<file path="config.mk">
export PLATFORM = sky130hd
export DESIGN_NAME = lda_finish
export DESIGN_NICKNAME = d
export VERILOG_FILES = /design/src/rtl/lda_pkg.sv /design/src/rtl/lda_finish.sv
export SDC_FILE = /design/constraint.sdc
export NUM_CORES = 1
export LEC_CHECK = 0
export ABC_AREA = 0
export BUFFER_PORTS_ARGS = -buffer_cell sky130_fd_sc_hd__buf_4
export CAP_MARGIN = 20
export CORE_AREA = 2 2 94 96
export DETAILED_ROUTE_END_ITERATION = 10
export DIE_AREA = 0 0 96 98
export MAX_ROUTING_LAYER = met4
export PLACE_DENSITY = 0.86
export SETUP_SLACK_MARGIN = 0.02
export SLEW_MARGIN = 20
export SYNTH_ARGS = -nofsm -noshare
export SYNTH_HDL_FRONTEND = slang
export SYNTH_SLANG_ARGS = --single-unit
</file>
<file path="constraint.sdc">
create_clock -name vclk -period 13.9
set_input_delay 2.085 -clock vclk [all_inputs]
set_output_delay 2.085 -clock vclk [all_outputs]
set_load 0.005 [all_outputs]
</file>
<file path="src/rtl/lda_pkg.sv">
// ----------------------------------------------------------------------------
// Log-domain add/subtract package
// Shared widths, action and register codes, and the correction table builder.
// ----------------------------------------------------------------------------
package lda_pkg;

  localparam int FRAC_BITS  = 16;
  localparam int TABLE_BITS = 10;
  localparam int SPAN_BITS  = 5;
  localparam int TAB_SIZE   = 1 << TABLE_BITS;
  localparam int DATA_W     = 32;
  localparam int WIDE_W     = DATA_W + 1;
  localparam int SUM_W      = DATA_W + 2;
  localparam int IDX_SH     = FRAC_BITS + SPAN_BITS - TABLE_BITS;
  localparam int IDX_SH_R   = (IDX_SH > 0) ? IDX_SH : 0;
  localparam int IDX_SH_L   = (IDX_SH < 0) ? -IDX_SH : 0;

  localparam int    SERIES_TERMS = 24;
  localparam longint Q30_ONE     = 64'sd1 << 30;
  localparam longint LN2_Q30     = 64'sd744261118;

  typedef enum logic [1:0] {
    ACT_ADD     = 2'd0,
    ACT_SUB     = 2'd1,
    ACT_LOG_ADD = 2'd2,
    ACT_LOG_SUB = 2'd3
  } action_t;

  typedef enum logic [1:0] {
    REG_LOG_ZERO    = 2'd0,
    REG_LOG_SMALL   = 2'd1,
    REG_MIN_LOG_EXP = 2'd2
  } cfg_reg_t;

  localparam logic signed [DATA_W-1:0] LOG_ZERO_RST    = 32'sh8000_0000;
  localparam logic signed [DATA_W-1:0] LOG_SMALL_RST   = 32'shC000_0000;
  localparam logic signed [DATA_W-1:0] MIN_LOG_EXP_RST = -32'sd1509022;

  // Decoded work for one item, handed from the decode logic to the final adder.
  typedef struct packed {
    logic signed [WIDE_W-1:0] base;
    logic                     use_rom;
    logic                     sub_sel;
    logic                     force_zero;
    logic                     err;
  } prep_t;

  // Signed quotient rounded toward zero, by shift and subtract. Only the
  // table builder uses it, so it runs at elaboration.
  function automatic longint div_trunc(input longint num, input longint den);
    logic [63:0] n_mag;
    logic [63:0] d_mag;
    logic [63:0] quo;
    logic [63:0] rem;
    logic        neg;
    begin
      neg   = (num < 0) != (den < 0);
      n_mag = (num < 0) ? 64'(-num) : 64'(num);
      d_mag = (den < 0) ? 64'(-den) : 64'(den);
      quo   = '0;
      rem   = '0;
      for (int b = 63; b >= 0; b--) begin
        rem = {rem[62:0], n_mag[b]};
        if (rem >= d_mag) begin
          rem    = rem - d_mag;
          quo[b] = 1'b1;
        end
      end
      div_trunc = neg ? -longint'(quo) : longint'(quo);
    end
  endfunction

  // exp(-t) in Q30, t in Q30.
  function automatic longint exp_neg_q30(input longint t);
    longint k;
    longint r;
    longint sum;
    longint term;
    begin
      k    = div_trunc(t, LN2_Q30);
      r    = t - k * LN2_Q30;
      sum  = Q30_ONE;
      term = Q30_ONE;
      if (k > 40) begin
        exp_neg_q30 = 0;
      end else begin
        for (int n = 1; n <= SERIES_TERMS; n++) begin
          term = div_trunc(div_trunc(term * r, Q30_ONE), longint'(n));
          sum  = sum + term;
        end
        exp_neg_q30 = div_trunc(64'sd1 <<< 60, sum) >>> k;
      end
    end
  endfunction

  // Natural log in Q30 of a Q30 value.
  function automatic longint ln_q30(input longint v_in);
    longint v;
    longint k;
    longint s;
    longint s2;
    longint term;
    longint acc;
    begin
      v   = (v_in <= 0) ? 64'sd1 : v_in;
      k   = 0;
      acc = 0;
      while (v >= 2 * Q30_ONE) begin
        v = v >>> 1;
        k = k + 1;
      end
      while (v < Q30_ONE) begin
        v = v <<< 1;
        k = k - 1;
      end
      s    = div_trunc((v - Q30_ONE) <<< 30, v + Q30_ONE);
      s2   = (s * s) >>> 30;
      term = s;
      for (int n = 0; n < SERIES_TERMS; n++) begin
        acc  = acc + div_trunc(term, longint'(2 * n + 1));
        term = (term * s2) >>> 30;
      end
      ln_q30 = 2 * acc + k * LN2_Q30;
    end
  endfunction

  // Q30 to FRAC_BITS fraction bits, halves rounded away from zero.
  function automatic longint q30_to_frac(input longint q);
    longint half;
    begin
      half = 64'sd1 <<< (30 - FRAC_BITS - 1);
      if (q >= 0) begin
        q30_to_frac = (q + half) >>> (30 - FRAC_BITS);
      end else begin
        q30_to_frac = -((-q + half) >>> (30 - FRAC_BITS));
      end
    end
  endfunction

  // Table entry i: ln(1+exp(-t)) or ln(1-exp(-t)) at the midpoint of bin i.
  function automatic logic signed [DATA_W-1:0] rom_value(input int idx, input logic is_sub);
    longint t;
    longint e;
    longint q;
    begin
      t = longint'(2 * idx + 1) <<< (34 - TABLE_BITS);
      e = exp_neg_q30(t);
      q = is_sub ? q30_to_frac(ln_q30(Q30_ONE - e)) : q30_to_frac(ln_q30(Q30_ONE + e));
      rom_value = q[DATA_W-1:0];
    end
  endfunction

endpackage

</file>
<file path="src/rtl/lda_finish.sv">
// ----------------------------------------------------------------------------
// Log-domain result finish
// Adds the correction, forces small results to log zero and saturates.
// ----------------------------------------------------------------------------
module lda_finish (
  input  lda_pkg::prep_t                       prep,
  input  logic signed [lda_pkg::DATA_W-1:0]    add_corr,
  input  logic signed [lda_pkg::DATA_W-1:0]    sub_corr,
  input  logic signed [lda_pkg::DATA_W-1:0]    log_zero,
  input  logic signed [lda_pkg::DATA_W-1:0]    log_small,
  output logic signed [lda_pkg::DATA_W-1:0]    result_val
);

  localparam logic signed [lda_pkg::SUM_W-1:0] POS_MAX =
    lda_pkg::SUM_W'({1'b0, {(lda_pkg::DATA_W-1){1'b1}}});

  logic signed [lda_pkg::DATA_W-1:0] corr;
  logic signed [lda_pkg::SUM_W-1:0]  sum;

  assign corr = !prep.use_rom ? '0 : (prep.sub_sel ? sub_corr : add_corr);
  assign sum  = lda_pkg::SUM_W'(prep.base) + lda_pkg::SUM_W'(corr);

  always_comb begin
    if (prep.force_zero || sum < lda_pkg::SUM_W'(log_small)) begin
      result_val = log_zero;
    end else if (sum > POS_MAX) begin
      result_val = POS_MAX[lda_pkg::DATA_W-1:0];
    end else begin
      result_val = sum[lda_pkg::DATA_W-1:0];
    end
  end

endmodule

</file>
== Yosys cells after proc, flatten, opt, wreduce, memory -nomap -nowiden ==
Index checks and enable logic that the tools add are counted.
Storage, ports and cells
  register bits after elaboration: 0
  output and inout bits: 32
  word-level logic and storage cells: 8
Cells by class
  $add $sub $neg: 1
  order comparisons: 2
  muxes and demuxes: 4
  reduce and logical (&&, ||, !) cells: 1
Operators with widths (count)
  $mux W32: 4
  $add A33 B32 Y34: 1
  $gt A34 B32 Y1 const B: 1
  $lt A34 B32 Y1: 1
  $logic_or A1 B1 Y1: 1

== Depth between registers and ports, before layout ==
  word-level depth: 6
  mapped depth: 25
  gate-level depth less buffers: 22

== Worst setup path before layout ==
Ideal clock, no wire load.
  path type: input to output
  start point: input port prep[2] (netlist bit)
  end point: output port result_val[25] (netlist bit)
  arrival time: 6.858 ns
  data required time: 11.815 ns
  path slack: 4.957 ns
  stages: 22
  path buffers: 3
  cells stage by stage: clkbuf_1 > buf_1 > mux2i_1 > nor2b_1 > ha_1 > a21o_1 > a211o_1 > o211ai_1 > o21ai_1 > a311oi_2 > o211a_1 > xor2_1 > inv_1 > ha_1 > or4_1 > o21ai_0 > a21oi_1 > o31ai_1 > nor2_1 > o21ai_0 > buf_2 > o221ai_2
On the way
  word-level cells in the longest chain between the ends: 6
  elaborated cells on any way between the ends: 8
RTL lines
  start, declared: line lda_finish.sv:6  | input lda_pkg::prep_t prep,
  $mux W32 * (2 in series): line lda_finish.sv:20  | assign corr = !prep.use_rom ? '0 : (prep.sub_sel ? sub_corr : add_corr);
  $add A33 B32 Y34 *: line lda_finish.sv:21  | assign sum = lda_pkg::SUM_W'(prep.base) + lda_pkg::SUM_W'(corr);
  $gt A34 B32 Y1 / $lt A34 B32 Y1 (equally long branches): line lda_finish.sv:26, lda_finish.sv:24
  $mux W32 / $logic_or A1 B1 Y1 (equally long branches): line lda_finish.sv:26, lda_finish.sv:24
  $mux W32 *: line lda_finish.sv:24  | if (prep.force_zero || sum < lda_pkg::SUM_W'(log_small)) begin
  end, declared: line lda_finish.sv:11  | output logic signed [lda_pkg::DATA_W-1:0] result_val
Mark *: on every way between the ends. The rest lies on a longest branch, timed or not.

== Worst setup path after layout ==
  start point: input port prep[2] (netlist bit)
  end point: output port result_val[1] (netlist bit)
Same word-level chain as after synthesis.

==> impl_metrics.csv <==
group,metric,value,unit
final_layout,clock_buffers,0,
pwr,p_leak,2.84,nW
global_route,grt_antenna_before_repair,0,
global_route,gr-total-overflow,0,
routing,drtAntennaViolNets,0,
routing,vias,4907,
timing,tightest_slew,0.945,ns
global_route,grt_max_degree,33,
job,cap_violations,0,
worst_setup_path,cp_data_required_time,11.81,ns
clock_tree,cts_resized,0,
timing,drv_slew,0,
die,rows,34,
final_layout,layout_commonest_cell,"buf_4",
worst_setup_path,cpPeakStageDelay,0.84,ns
die,coreArea,0.00847,sq mm
routing,wl_per_cell,16.2,microns
timing,min_period_over_period,74.7,%
yosys,synth_cell_type_count,62,
timing,min_period,10.39,ns
pwr,powerDensity,59.3,mW/mm^2
run_status,status,"completed",
global_route,grt_pass1_vias,4712,
pwr,ir_worst_vdd,31.3,uV
clock_tree,hold_buffers,0,
timing,rsz0062_at_grt,"no",
pwr,total_power,0.330,mW
placement,dp_hpwl,11.8,mm
final_layout,antenna_cells,0,
final_layout,design.seq.count,0,
die,dieHeight,98,microns
placement,place_inst,852,
yosys,synth_top_area_cell,"ha_1",
worst_setup_path,worst_path_dominant_cell_family,"compound AO/OA/AOI/OAI gates",
yosys,synth_nets,810,
final_layout,stdcell_count,853,
routing,first_pass_iters,5,
timing,max_freq,96.2,MHz
timing,maxSlewHeadroom,36.2,%
yosys,synth_warnings,0,
placement,place.gp.congestion,0.945,
yosys,seq_area_frac_synth,0,%
routing,drt_first_iter_violations,115,
clock_tree,post_cts_buffers,0,
die,start_util,48.2,%
worst_setup_path,cpMaxStageDelayCell,"o311ai_0",
worst_setup_path,worstSetupEndpointType,"output port",
die,dieArea,0.00941,sq mm
yosys,syn_inst,578,
final_layout,drive_above_1_share,28.9,%
routing,routed_via_density,5.75,
yosys,synth.area.top_cells,"ha_1, mux2i_1, nor2b_1",
placement,portBuffers,196,
timing,finalHoldViolCount,0,
worst_setup_path,cp_cell_sequence,"buf_4 -> mux2i_1 -> nor2b_1 -> ha_1 -> inv_1 -> fa_1 -> nand2b_1 -> a21oi_2 -> o211ai_1 -> o21a_1 -> o21a_2 -> o311ai_0 -> ha_1 -> o211ai_1 -> a21oi_1 -> nand3b_1 -> a31oi_1 -> nor2_4 -> o21ai_2 -> buf_4 -> o221ai_1 -> buf_4",
die,pin_count,197,
worst_setup_path,cp-start-kind,"input port",
worst_setup_path,cpMostUsedCell,"buf_4",
final_layout,fin_nets,979,
timing,finalSetupViolCount,0,
final_layout,seq_area,0,sq um
yosys,syn_area,0.00408,sq mm
worst_setup_path,crit_arrival,8.30,ns
timing,tns,0,ns
routing,drc_errors,0,
worst_setup_path,crit_type,"in -> out",
routing,finalWirelength,13.8,mm
worst_setup_path,critPathBufInv,4,
die,die-width,96,microns
yosys,synth_top_area_share,20.2,%
worst_setup_path,path_max_fanout,32,
global_route,track_usage,29.1,%
final_layout,fillCellCount,744,
worst_hold_path,hold_path_class,"in -> out",
final_layout,area_growth,36.4,%
final_layout,layout_common_cells,"buf_4, ha_1, mux2i_1",
global_route,grt_pass1_wl,21.9,mm
yosys,postSynthAreaPerCell,7.06,sq um
[where the power goes]
part | total, mW | switching [mW] | leakage, nW | internal (mW)
Combinational | 0.330 | 0.169 | 2.84 | 0.161
Clock | 0 | 0 | 0 | 0
Sequential | 0 | 0 | 0 | 0
[cell type report]
type / count / area [sq um] / area share, %
well taps: 108 / 135 / 2.43
multi-input cells: 494 / 3730 / 67.1
inverters: 53 / 199 / 3.57
repair buffers: 198 / 1500 / 26.9
[path summary, 6_finish.rpt]
| kind | cells after the start | start | slack [ns] | to |
|---|---|---|---|---|
| max | 22 | prep[2] | 3.51 | result_val[1] |
| min | 4 | log_zero[7] | 4.47 | result_val[7] |
[layer usage]
| metal | routed length [microns] | up-vias | global-route usage [%] |
|---|---|---|---|
| li1 | - | 2446 | - |
| met1 | 5610 | 2252 | 34.1 |
| met2 | 7160 | 178 | 53.1 |
| met3 | 665 | 31 | 1.47 |
| met4 | 397 | 0 | 7.25 |
| met5 | 0 | - | - |
[cells by family (layout without fill, tap and decap cells)]
| group | after synthesis | in the layout | synth area share (%) |
|---|---|---|---|
| muxes | 61 | 61 | 15.0 |
| xor gates and xnor gates | 26 | 26 | 5.58 |
| and+or+nand+nor | 162 | 162 | 21.1 |
| adders and majority gates | 67 | 67 | 20.7 |
| AOI/OAI and AO/OA | 178 | 178 | 28.8 |
| buffers and inverters | 84 | 251 | 8.80 |
[Yosys cell counts (9+ instances only)]
| cell type | number |
|---|---|
| o211ai_1 | 11 |
| mux2i_1 | 59 |
| nand3_1 | 16 |
| nor2b_1 | 39 |
| xnor2_1 | 19 |
| a21oi_1 | 47 |
| nor2_1 | 26 |
| o21ai_0 | 24 |
| o21ai_1 | 28 |
| inv_1 | 53 |
| a21o_1 | 16 |
| nand2_1 | 30 |
| and2_1 | 9 |
| nand4_1 | 12 |
| clkbuf_1 | 13 |
| nand2b_1 | 9 |
| ha_1 | 66 |
[metrics by stage]
step	area [sq um]	hold WS (ns)	util [%]	worst slack, ns
3_5_place_dp	5550	4.47	65.5	3.17
2_1_floorplan	4080	4.29	-	4.96
6_report	5570	4.47	65.8	3.51
4_1_cts	5550	4.47	65.5	3.13
5_1_grt	5570	4.49	65.8	3.07
3_3_place_gp	5550	4.47	65.5	3.37
Power figures use the tool's default switching activity.
