===== config.mk =====
export PLATFORM = sky130hd
export DESIGN_NAME = lda_prep
export DESIGN_NICKNAME = d
export VERILOG_FILES = /design/src/rtl/lda_pkg.sv /design/src/rtl/lda_prep.sv
export SDC_FILE = /design/constraint.sdc
export NUM_CORES = 1
export LEC_CHECK = 0
export BUFFER_PORTS_ARGS = -buffer_cell sky130_fd_sc_hd__buf_2
export CAP_MARGIN = 5
export CORE_ASPECT_RATIO = 0.75
export CORE_MARGIN = 2
export CORE_UTILIZATION = 55
export DETAILED_ROUTE_END_ITERATION = 8
export GPL_TIMING_DRIVEN = 0
export PLACE_DENSITY = 0.81
export SETUP_SLACK_MARGIN = 0.1
export SLEW_MARGIN = 20
export SYNTH_ARGS = -nofsm -noshare
export SYNTH_HDL_FRONTEND = slang
export SYNTH_SLANG_ARGS = --single-unit

===== constraint.sdc =====
create_clock -name vclk -period 8.9
set_clock_uncertainty 0.1 [all_clocks]
set_input_delay 0.89 -clock vclk [all_inputs]
set_output_delay 0.89 -clock vclk [all_outputs]
set_load 0.005 [all_outputs]

===== src/rtl/lda_pkg.sv =====
// ----------------------------------------------------------------------------
// Log-domain add/subtract package
// Shared widths, action and register codes, and the correction table builder.
// ----------------------------------------------------------------------------
package lda_pkg;

  localparam int FRAC_BITS  = 16;
  localparam int TABLE_BITS = 10;
  localparam int SPAN_BITS  = 5;
  localparam int TAB_SIZE   = 1 << TABLE_BITS;
  localparam int DATA_W     = 32;
  localparam int WIDE_W     = DATA_W + 1;
  localparam int SUM_W      = DATA_W + 2;
  localparam int IDX_SH     = FRAC_BITS + SPAN_BITS - TABLE_BITS;
  localparam int IDX_SH_R   = (IDX_SH > 0) ? IDX_SH : 0;
  localparam int IDX_SH_L   = (IDX_SH < 0) ? -IDX_SH : 0;

  localparam int    SERIES_TERMS = 24;
  localparam longint Q30_ONE     = 64'sd1 << 30;
  localparam longint LN2_Q30     = 64'sd744261118;

  typedef enum logic [1:0] {
    ACT_ADD     = 2'd0,
    ACT_SUB     = 2'd1,
    ACT_LOG_ADD = 2'd2,
    ACT_LOG_SUB = 2'd3
  } action_t;

  typedef enum logic [1:0] {
    REG_LOG_ZERO    = 2'd0,
    REG_LOG_SMALL   = 2'd1,
    REG_MIN_LOG_EXP = 2'd2
  } cfg_reg_t;

  localparam logic signed [DATA_W-1:0] LOG_ZERO_RST    = 32'sh8000_0000;
  localparam logic signed [DATA_W-1:0] LOG_SMALL_RST   = 32'shC000_0000;
  localparam logic signed [DATA_W-1:0] MIN_LOG_EXP_RST = -32'sd1509022;

  // Decoded work for one item, handed from the decode logic to the final adder.
  typedef struct packed {
    logic signed [WIDE_W-1:0] base;
    logic                     use_rom;
    logic                     sub_sel;
    logic                     force_zero;
    logic                     err;
  } prep_t;

  // Signed quotient rounded toward zero, by shift and subtract. Only the
  // table builder uses it, so it runs at elaboration.
  function automatic longint div_trunc(input longint num, input longint den);
    logic [63:0] n_mag;
    logic [63:0] d_mag;
    logic [63:0] quo;
    logic [63:0] rem;
    logic        neg;
    begin
      neg   = (num < 0) != (den < 0);
      n_mag = (num < 0) ? 64'(-num) : 64'(num);
      d_mag = (den < 0) ? 64'(-den) : 64'(den);
      quo   = '0;
      rem   = '0;
      for (int b = 63; b >= 0; b--) begin
        rem = {rem[62:0], n_mag[b]};
        if (rem >= d_mag) begin
          rem    = rem - d_mag;
          quo[b] = 1'b1;
        end
      end
      div_trunc = neg ? -longint'(quo) : longint'(quo);
    end
  endfunction

  // exp(-t) in Q30, t in Q30.
  function automatic longint exp_neg_q30(input longint t);
    longint k;
    longint r;
    longint sum;
    longint term;
    begin
      k    = div_trunc(t, LN2_Q30);
      r    = t - k * LN2_Q30;
      sum  = Q30_ONE;
      term = Q30_ONE;
      if (k > 40) begin
        exp_neg_q30 = 0;
      end else begin
        for (int n = 1; n <= SERIES_TERMS; n++) begin
          term = div_trunc(div_trunc(term * r, Q30_ONE), longint'(n));
          sum  = sum + term;
        end
        exp_neg_q30 = div_trunc(64'sd1 <<< 60, sum) >>> k;
      end
    end
  endfunction

  // Natural log in Q30 of a Q30 value.
  function automatic longint ln_q30(input longint v_in);
    longint v;
    longint k;
    longint s;
    longint s2;
    longint term;
    longint acc;
    begin
      v   = (v_in <= 0) ? 64'sd1 : v_in;
      k   = 0;
      acc = 0;
      while (v >= 2 * Q30_ONE) begin
        v = v >>> 1;
        k = k + 1;
      end
      while (v < Q30_ONE) begin
        v = v <<< 1;
        k = k - 1;
      end
      s    = div_trunc((v - Q30_ONE) <<< 30, v + Q30_ONE);
      s2   = (s * s) >>> 30;
      term = s;
      for (int n = 0; n < SERIES_TERMS; n++) begin
        acc  = acc + div_trunc(term, longint'(2 * n + 1));
        term = (term * s2) >>> 30;
      end
      ln_q30 = 2 * acc + k * LN2_Q30;
    end
  endfunction

  // Q30 to FRAC_BITS fraction bits, halves rounded away from zero.
  function automatic longint q30_to_frac(input longint q);
    longint half;
    begin
      half = 64'sd1 <<< (30 - FRAC_BITS - 1);
      if (q >= 0) begin
        q30_to_frac = (q + half) >>> (30 - FRAC_BITS);
      end else begin
        q30_to_frac = -((-q + half) >>> (30 - FRAC_BITS));
      end
    end
  endfunction

  // Table entry i: ln(1+exp(-t)) or ln(1-exp(-t)) at the midpoint of bin i.
  function automatic logic signed [DATA_W-1:0] rom_value(input int idx, input logic is_sub);
    longint t;
    longint e;
    longint q;
    begin
      t = longint'(2 * idx + 1) <<< (34 - TABLE_BITS);
      e = exp_neg_q30(t);
      q = is_sub ? q30_to_frac(ln_q30(Q30_ONE - e)) : q30_to_frac(ln_q30(Q30_ONE + e));
      rom_value = q[DATA_W-1:0];
    end
  endfunction

endpackage


===== src/rtl/lda_prep.sv =====
// ----------------------------------------------------------------------------
// Log-domain add/subtract decode
// Compares the operands, picks the base value and forms the table index.
// ----------------------------------------------------------------------------
module lda_prep (
  input  lda_pkg::action_t                       action,
  input  logic signed [lda_pkg::DATA_W-1:0]      x_val,
  input  logic signed [lda_pkg::DATA_W-1:0]      y_val,
  input  logic signed [lda_pkg::DATA_W-1:0]      min_log_exp,
  output lda_pkg::prep_t                         prep,
  output logic [lda_pkg::TABLE_BITS-1:0]         rom_idx
);

  logic signed [lda_pkg::WIDE_W-1:0] x_w;
  logic signed [lda_pkg::WIDE_W-1:0] y_w;
  logic signed [lda_pkg::WIDE_W-1:0] mle_w;
  logic signed [lda_pkg::WIDE_W-1:0] diff_xy;
  logic signed [lda_pkg::WIDE_W-1:0] diff_yx;
  logic signed [lda_pkg::WIDE_W-1:0] d_add;
  logic signed [lda_pkg::WIDE_W-1:0] d_sel;
  logic        [lda_pkg::WIDE_W-1:0] mag;
  logic        [lda_pkg::SUM_W-1:0]  mag_sh;
  logic                              x_lt_y;

  assign x_w     = lda_pkg::WIDE_W'(x_val);
  assign y_w     = lda_pkg::WIDE_W'(y_val);
  assign mle_w   = lda_pkg::WIDE_W'(min_log_exp);
  assign diff_xy = x_w - y_w;
  assign diff_yx = y_w - x_w;
  assign x_lt_y  = diff_xy[lda_pkg::WIDE_W-1];
  // The distance is always the smaller minus the larger, so it is never positive.
  assign d_add   = x_lt_y ? diff_xy : diff_yx;
  assign d_sel   = (action == lda_pkg::ACT_LOG_ADD) ? d_add : diff_yx;
  assign mag     = lda_pkg::WIDE_W'(-d_sel);

  always_comb begin
    if (lda_pkg::IDX_SH >= 0) begin
      mag_sh = lda_pkg::SUM_W'(mag >> lda_pkg::IDX_SH_R);
    end else if (mag >= lda_pkg::WIDE_W'(lda_pkg::TAB_SIZE)) begin
      mag_sh = lda_pkg::SUM_W'(lda_pkg::TAB_SIZE);
    end else begin
      mag_sh = lda_pkg::SUM_W'(mag) << lda_pkg::IDX_SH_L;
    end
    if (d_sel[lda_pkg::WIDE_W-1] == 1'b0 && mag != '0) begin
      mag_sh = '0;
    end
    if (mag_sh > lda_pkg::SUM_W'(lda_pkg::TAB_SIZE - 1)) begin
      rom_idx = lda_pkg::TABLE_BITS'(lda_pkg::TAB_SIZE - 1);
    end else begin
      rom_idx = mag_sh[lda_pkg::TABLE_BITS-1:0];
    end
  end

  always_comb begin
    prep.base       = x_w;
    prep.use_rom    = 1'b0;
    prep.sub_sel    = 1'b0;
    prep.force_zero = 1'b0;
    prep.err        = 1'b0;
    case (action)
      lda_pkg::ACT_ADD: begin
        prep.base = x_w + y_w;
      end
      lda_pkg::ACT_SUB: begin
        prep.base = diff_xy;
      end
      lda_pkg::ACT_LOG_ADD: begin
        prep.base    = x_lt_y ? y_w : x_w;
        prep.use_rom = !(d_add < mle_w);
      end
      lda_pkg::ACT_LOG_SUB: begin
        prep.sub_sel = 1'b1;
        if (x_lt_y) begin
          prep.err        = 1'b1;
          prep.force_zero = 1'b1;
        end else if (diff_yx < mle_w) begin
          prep.use_rom = 1'b0;
        end else if (diff_yx == '0) begin
          prep.force_zero = 1'b1;
        end else begin
          prep.use_rom = 1'b1;
        end
      end
      default: begin
        prep.base = x_w;
      end
    endcase
  end

endmodule


# After elaboration in Yosys (flattened, before gate mapping)

Index checks and enable logic that the tools add are counted.

Bits in registers: 0
Input port bits: 98
Output and inout bits: 47
Logic and storage cells: 31

Add/subtract/negate cells: 4
Magnitude comparators: 3
Equal/unequal tests: 3
Multiplexer cells: 15
Bitwise logic cells: 1
Reduce and logical (&&, ||, !) cells: 5

Operators by type and width:

| cell                                                                   | count |
|---|---|
| 33-bit two-way mux                                                     | 3 |
| 33-bit case mux with 3 select lines                                    | 1 |
| 33-bit by 32-bit less-than comparator with 1-bit output                | 2 |
| 32-bit by 32-bit subtractor with 33-bit output                         | 2 |
| 32-bit by 32-bit adder with 33-bit output                              | 1 |
| 33-bit logical NOT                                                     | 1 |
| 33-bit negation                                                        | 1 |
| 33-bit nonzero test                                                    | 1 |
| 22-bit by 10-bit > comparator with 1-bit output, second input constant | 1 |
| 22-bit two-way mux                                                     | 1 |
| 10-bit two-way mux                                                     | 1 |
| 1-bit two-way mux                                                      | 7 |
| 2-bit == test, second input constant                                   | 2 |
| 3-bit two-way mux                                                      | 1 |
| 2-bit by 1-bit == test with 1-bit output, second input constant        | 1 |
| 2-bit logical NOT                                                      | 1 |
| 1-bit case mux with 2 select lines                                     | 1 |
| 1-bit logical AND                                                      | 1 |
| 1-bit logical NOT                                                      | 1 |
| 1-bit NOT                                                              | 1 |

# Longest topological paths before layout

Gate-level depths: netlist of run 1.

Word-level depth: 9
Gate-level depth with buffers: 30
Gate-level depth less buffers: 28

# Worst setup path after synthesis of run 1

Ideal clock, no wire load.

Path kind: input port to output port
Start point: input x_val[0] (netlist name)
End point: output prep[3] (netlist name)
Data arrival time: 6.415 ns
Required time: 7.910 ns
Slack: 1.495 ns
Stages on the path: 30
Buffers on the path: 2
Cell sequence: inv_1 -> ha_1 -> inv_1 -> fa_1 -> a211oi_1 -> o21ai_1 -> a2111oi_0 -> nor3_1 -> nor3b_2 -> o21ai_0 -> a21oi_1 -> xnor2_1 -> clkbuf_1 -> clkbuf_1 -> nand2_1 -> nand2_1 -> ha_1 -> a21boi_0 -> o21a_1 -> o21a_1 -> o21a_1 -> o21a_1 -> o21a_1 -> o21a_1 -> o211ai_1 -> a31oi_1 -> o31ai_1 -> a31oi_1 -> o21ai_0 -> o41ai_1

RTL lines:

| item               | line           | source |
|---|---|---|
| start: declaration | lda_prep.sv:7  | `input logic signed [lda_pkg::DATA_W-1:0] x_val,` |
| end: declaration   | lda_prep.sv:10 | `output lda_pkg::prep_t prep,` |

==> impl_metrics.yaml, run 1 <==
synth:
  yosysSeqAreaShare_pct: 0
  synth_top_area_share_pct: 20.30
  synth_nets: 1800
  syn_inst: 1538
  ys.warnings.count: 0
  synth_area_leaders: "ha_1 (20%), a21oi_1 (8.7%), o21ai_0 (6.4%)"
  post-synth-top-count-cell: "a21oi_1"
  synthesis.area_um2: 9925
  yosysTopAreaCell: "ha_1"
  synth_cell_types: 91
  postSynthAreaPerCell_um2: 6.453
  yosys-top-cells-count: "a21oi_1 (173), ha_1 (161), nor2_1 (151)"
finish:
  multiInputGateArea_um2: 9061
  nFillCells: 1757
  final_nets: 1948
  seq_area_um2: 0
  utilization_pct: 62.32
  instances_no_fill: 1926
  antennaDiodeCount: 0
  seq_cell_count: 0
  clkbuf_count: 0
  drive_gt1_share_pct: 13.00
  area_growth_pct: 10.88
timing:
  slew_violations: 0
  finalCritPeriodShare_pct: 96.26
  hold_viol_final: 0
  worst_pin_slew_ns: 1.219
  fin_setup_tns_ns: 0
  setup_slack_ns: 0.3333
  max_freq_mhz: 116.7
  grt_setup_unrepaired: "no"
  setup_viol: 0
  relSlewSlack_pct: 18.27
  fin_crit_ns: 8.567
routing:
  wl_mm: 42.90
  vias: 12700
  drt-wirelength-per-cell_um: 22.28
  drc: 0
  wl_met1_mm: 19.26
  dr.max_layer_used: "met4"
  via_per_inst: 6.591
  first_pass_iters: 5
  met2_length_mm: 15.86
  initialDrtViolationCount: 1883
  met3_length_mm: 6.446
  drtAntennaViolNets: 0
pwr:
  ir_worst_vdd_mv: 0.04368
  leakage_uw: 0.005249
  finalPower_uw: 1174
  power_density_nw_per_um2: 106.7
floorplan:
  die_x_um: 159.1
  rows: 42
  dieArea_um2: 19150
  initial_core_util_pct: 56.21
  fp.dieH_um: 120.3
  ios: 145
  fp.coreArea_um2: 17660
critical_path:
  slowest_stage: "a2111oi_2"
  cpPeakStageDelay_ns: 0.54
  critical_path_class: "in2out"
  crit_top_cell: "o21a_1"
  end_kind: "primary output"
  critPathRequiredTime_ns: 7.91
  start_kind: "input port"
  arrival_ns: 7.58
  crit_fanout: 10
placement:
  port_buffers: 145
  dp_cells: 1925
  gp_congestion: 1.047
  dp_slack_ns: -1.296
  hpwl_mm: 35.97
global_routing:
  grt_pass1_wl_mm: 65.25
  grt_overflow: 0
  grt_pass1_vias: 11410
  antenna_found_initial: 0
  track_usage_pct: 43.23
  grt_max_degree: 20
outcome:
  status: "completed"
hold_path:
  holdPathStages: 3
  hp-class: "in2out"
job:
  maxCapViolCount: 0
[routing by layer]
metal  global-route usage, %  vias to the layer above
met1                   65.88                     5842
li1                        -                     5816
met3                   9.503                       82
met2                   59.48                      955
met5                       0                        -
met4                   12.56                        0
[path summary, 6_finish.rpt]
path,startpoint,end,slack [ns]
worst min-delay path,y_val[15],prep[19],2.07
worst max-delay path,x_val[0],prep[3],0.33
[layout make-up]
class	instances	area share, %
timing repair buffer	148	6.799
inverter	149	5.082
multi-input combinational	1313	82.34
tap	242	2.752
buffer	74	3.024
[cell usage in the layout (no fill, tap or decap), drive strengths merged, types with 5 or more instances in the layout]
cell     netlist  routed
nand4         19      19
ha           161     161
o22ai          8       8
nor4          15      15
o21bai        22      22
o21a          22      22
nand2b        16      16
a31oi         19      19
mux4           7       7
a21boi         5       5
a2111oi        6       6
nor3b          5       5
xnor2         63      63
mux2i         20      20
a21oi        173     173
o31ai         15      15
buf           32     181
a21o          39      39
or2            7       7
o211ai        15      15
inv          148     148
nand3         16      16
nor2b         15      15
o21ai        135     135
or3           18      18
nand2        141     141
xor2          19      19
nor3          43      43
nor2         152     152
nand3b         8       8
a211oi        23      23
and2          12      12
or4            9       9
o31a           6       6
a311oi         5       5
clkbuf        44      41
[where the power goes]
group	internal [uW]	switching [uW]
clock network	0	0
logic	422	753
registers	0	0
[through the flow]
| stage | cell area (um^2) | hold slack [ns] |
|---|---|---|
| 2_1_floorplan | 9925 | 1.808 |
| 3_3_place_gp | 10950 | 2.055 |
| 3_5_place_dp | 10960 | 2.075 |
| 4_1_cts | 10990 | 2.078 |
| 5_1_grt | 11000 | 2.124 |
| 6_report | 11000 | 2.074 |
[repair_timing]
item,CTS,global route
pin swaps,1,1
hold buffers,0,0
setup buffers,1,2
endpoints found under the setup margin,1,1
gates resized for setup,10,4
[kinds of logic after synthesis]
family | Yosys count | share of synthesized area, %
buf+inv | 225 | 8.926
fa+ha+maj | 164 | 20.90
compound gates | 541 | 34.53
simple gates | 496 | 24.38
xor+xnor | 82 | 7.312
mux | 30 | 3.946
[critical path: cells and delay by family]
| kind | cells | cell delay, ns |
|---|---|---|
| compound gates | 18 | 3.77 |
| buf+inv | 6 | 1.08 |
| xor+xnor | 1 | 0.36 |
| fa+ha+maj | 3 | 0.82 |
| simple gates | 4 | 0.61 |
Power figures use the tool's default switching activity.
==> run 2: changes to the inputs <==
==> constraint.sdc (replaced) <==
create_clock -name vclk -period 8.9
set_clock_uncertainty 0.1 [all_clocks]
set_input_delay 0.89 -clock vclk [all_inputs]
set_output_delay 0.89 -clock vclk [all_outputs]
set_load 0.02 [all_outputs]
==> impl_metrics.yaml, run 2 (synthesis gave the netlist of run 1 again) <==
critical_path:
  critical_path_class: "in2out"
  crit_top_cell: "o21a_1"
  crit_fanout: 19
  end_kind: "primary output"
  cp_top_family: "compound AO/OA/AOI/OAI gates"
  slowest_stage: "a2111oi_4"
  worst-path-buf-inv: 7
  critPathRequiredTime_ns: 7.91
  start_kind: "input port"
  arrival_ns: 7.58
  cpPeakStageDelay_ns: 0.48
floorplan:
  initial_core_util_pct: 56.21
  fp.coreArea_um2: 17660
  fp.dieH_um: 120.3
  rows: 42
  ios: 145
  dieArea_um2: 19150
  die_x_um: 159.1
finish:
  postLayoutCellArea_um2: 11030
  final_cell_mix: "a21oi_1 (172), buf_2 (166), ha_1 (161), nor2_1 (151), inv_1 (146)"
  seq_area_um2: 0
  seq_cell_count: 0
  multiInputGateArea_um2: 9085
  final_nets: 1948
  clkbuf_count: 0
  antennaDiodeCount: 0
  area_growth_pct: 11.12
  drive_gt1_share_pct: 13.00
  nFillCells: 1756
  layout_commonest_cell: "a21oi_1"
timing:
  finalCritPeriodShare_pct: 96.27
  hold_viol_final: 0
  relSlewSlack_pct: 21.63
  fin_crit_ns: 8.568
  setup_viol: 0
  setup_slack_ns: 0.3321
  slew_violations: 0
  worst_pin_slew_ns: 1.169
  max_freq_mhz: 116.7
  grt_setup_unrepaired: "no"
job:
  maxCapViolCount: 0
global_routing:
  track_usage_pct: 43.23
  grt_max_degree: 20
  grt_pass1_vias: 11410
  grt_overflow: 0
  antenna_found_initial: 0
  grt_pass1_wl_mm: 65.25
placement:
  dpl_cell_area_um2: 10960
  gp_congestion: 1.047
  port_buffers: 145
  dp_slack_ns: -1.329
  hpwl_mm: 35.97
pwr:
  leakage_uw: 0.005253
  power_density_nw_per_um2: 110.8
  ir_worst_vdd_mv: 0.05134
routing:
  wl_mm: 42.94
  drc: 0
  initialDrtViolationCount: 1925
  first_pass_iters: 6
  drtAntennaViolNets: 0
  via_per_inst: 6.616
  drt-wirelength-per-cell_um: 22.30
  vias: 12740
hold_path:
  min_from: "y_val[15]"
  min_to: "prep[19]"
  hp-class: "in2out"
  holdPathStages: 3
outcome:
  status: "completed"
run 2: cell count changes in the layout (fill, tap and decap cells not counted):
cell       change
a2111oi_2      -1
a2111oi_4      +1
xnor2_2        -1
xnor2_4        +1
run 2: power by group:
part           switching (uW)  internal, uW  leakage, uW
Combinational             797           424      0.00525
Sequential                  0             0            0
Clock                       0             0            0
run 2: per-stage QoR:
| stage | std cells | TNS (ns) | hold WS [ns] | utilization [%] | total power, uW |
|---|---|---|---|---|---|
| floorplan | 1538 | 0 | 1.860 | - | 796.6 |
| global placement | 1925 | -1.303 | 2.107 | 62.03 | 1132 |
| detailed placement | 1925 | -1.329 | 2.126 | 62.07 | 1156 |
| CTS | 1925 | 0 | 2.129 | 62.22 | 1165 |
| global route | 1926 | 0 | 2.175 | 62.46 | 1311 |
| finish | 1926 | 0 | 2.129 | 62.46 | 1221 |
run 2: how the worst max path moves through the flow:
stage / from / end / slack [ns] / cells after the start
floorplan: x_val[0] / prep[3] / 1.41 / 30
global placement: x_val[0] / prep[3] / -1.30 / 31
detailed placement: x_val[0] / prep[3] / -1.33 / 31
CTS: x_val[0] / prep[3] / 0.21 / 32
global route: x_val[0] / prep[3] / 0.11 / 31
finish: x_val[0] / prep[3] / 0.33 / 31
run 2: area by class of cell:
type | count | area share (%)
Inverter | 149 | 5.071
Multi-Input combinational cell | 1313 | 82.38
Timing Repair Buffer | 148 | 6.785
Tap cell | 242 | 2.746
Buffer | 74 | 3.018
run 2: timing repair:
item / CTS / global route
buffers inserted: 1 / 2
gates resized for setup: 10 / 6
hold buffers: 0 / 0
endpoints found under the setup margin: 1 / 1
pin swaps: 1 / 1
run 2: tightest hold or removal path: stages:
cell and delay (ns):
buf_2 0.13, a311o_1 0.16, buf_2 0.16
run 2: layer usage:
layer  wire [um]  track usage, %
met3        6595           9.503
met4        1432           12.56
met1       19100           65.88
met2       15820           59.48
met5           0               0
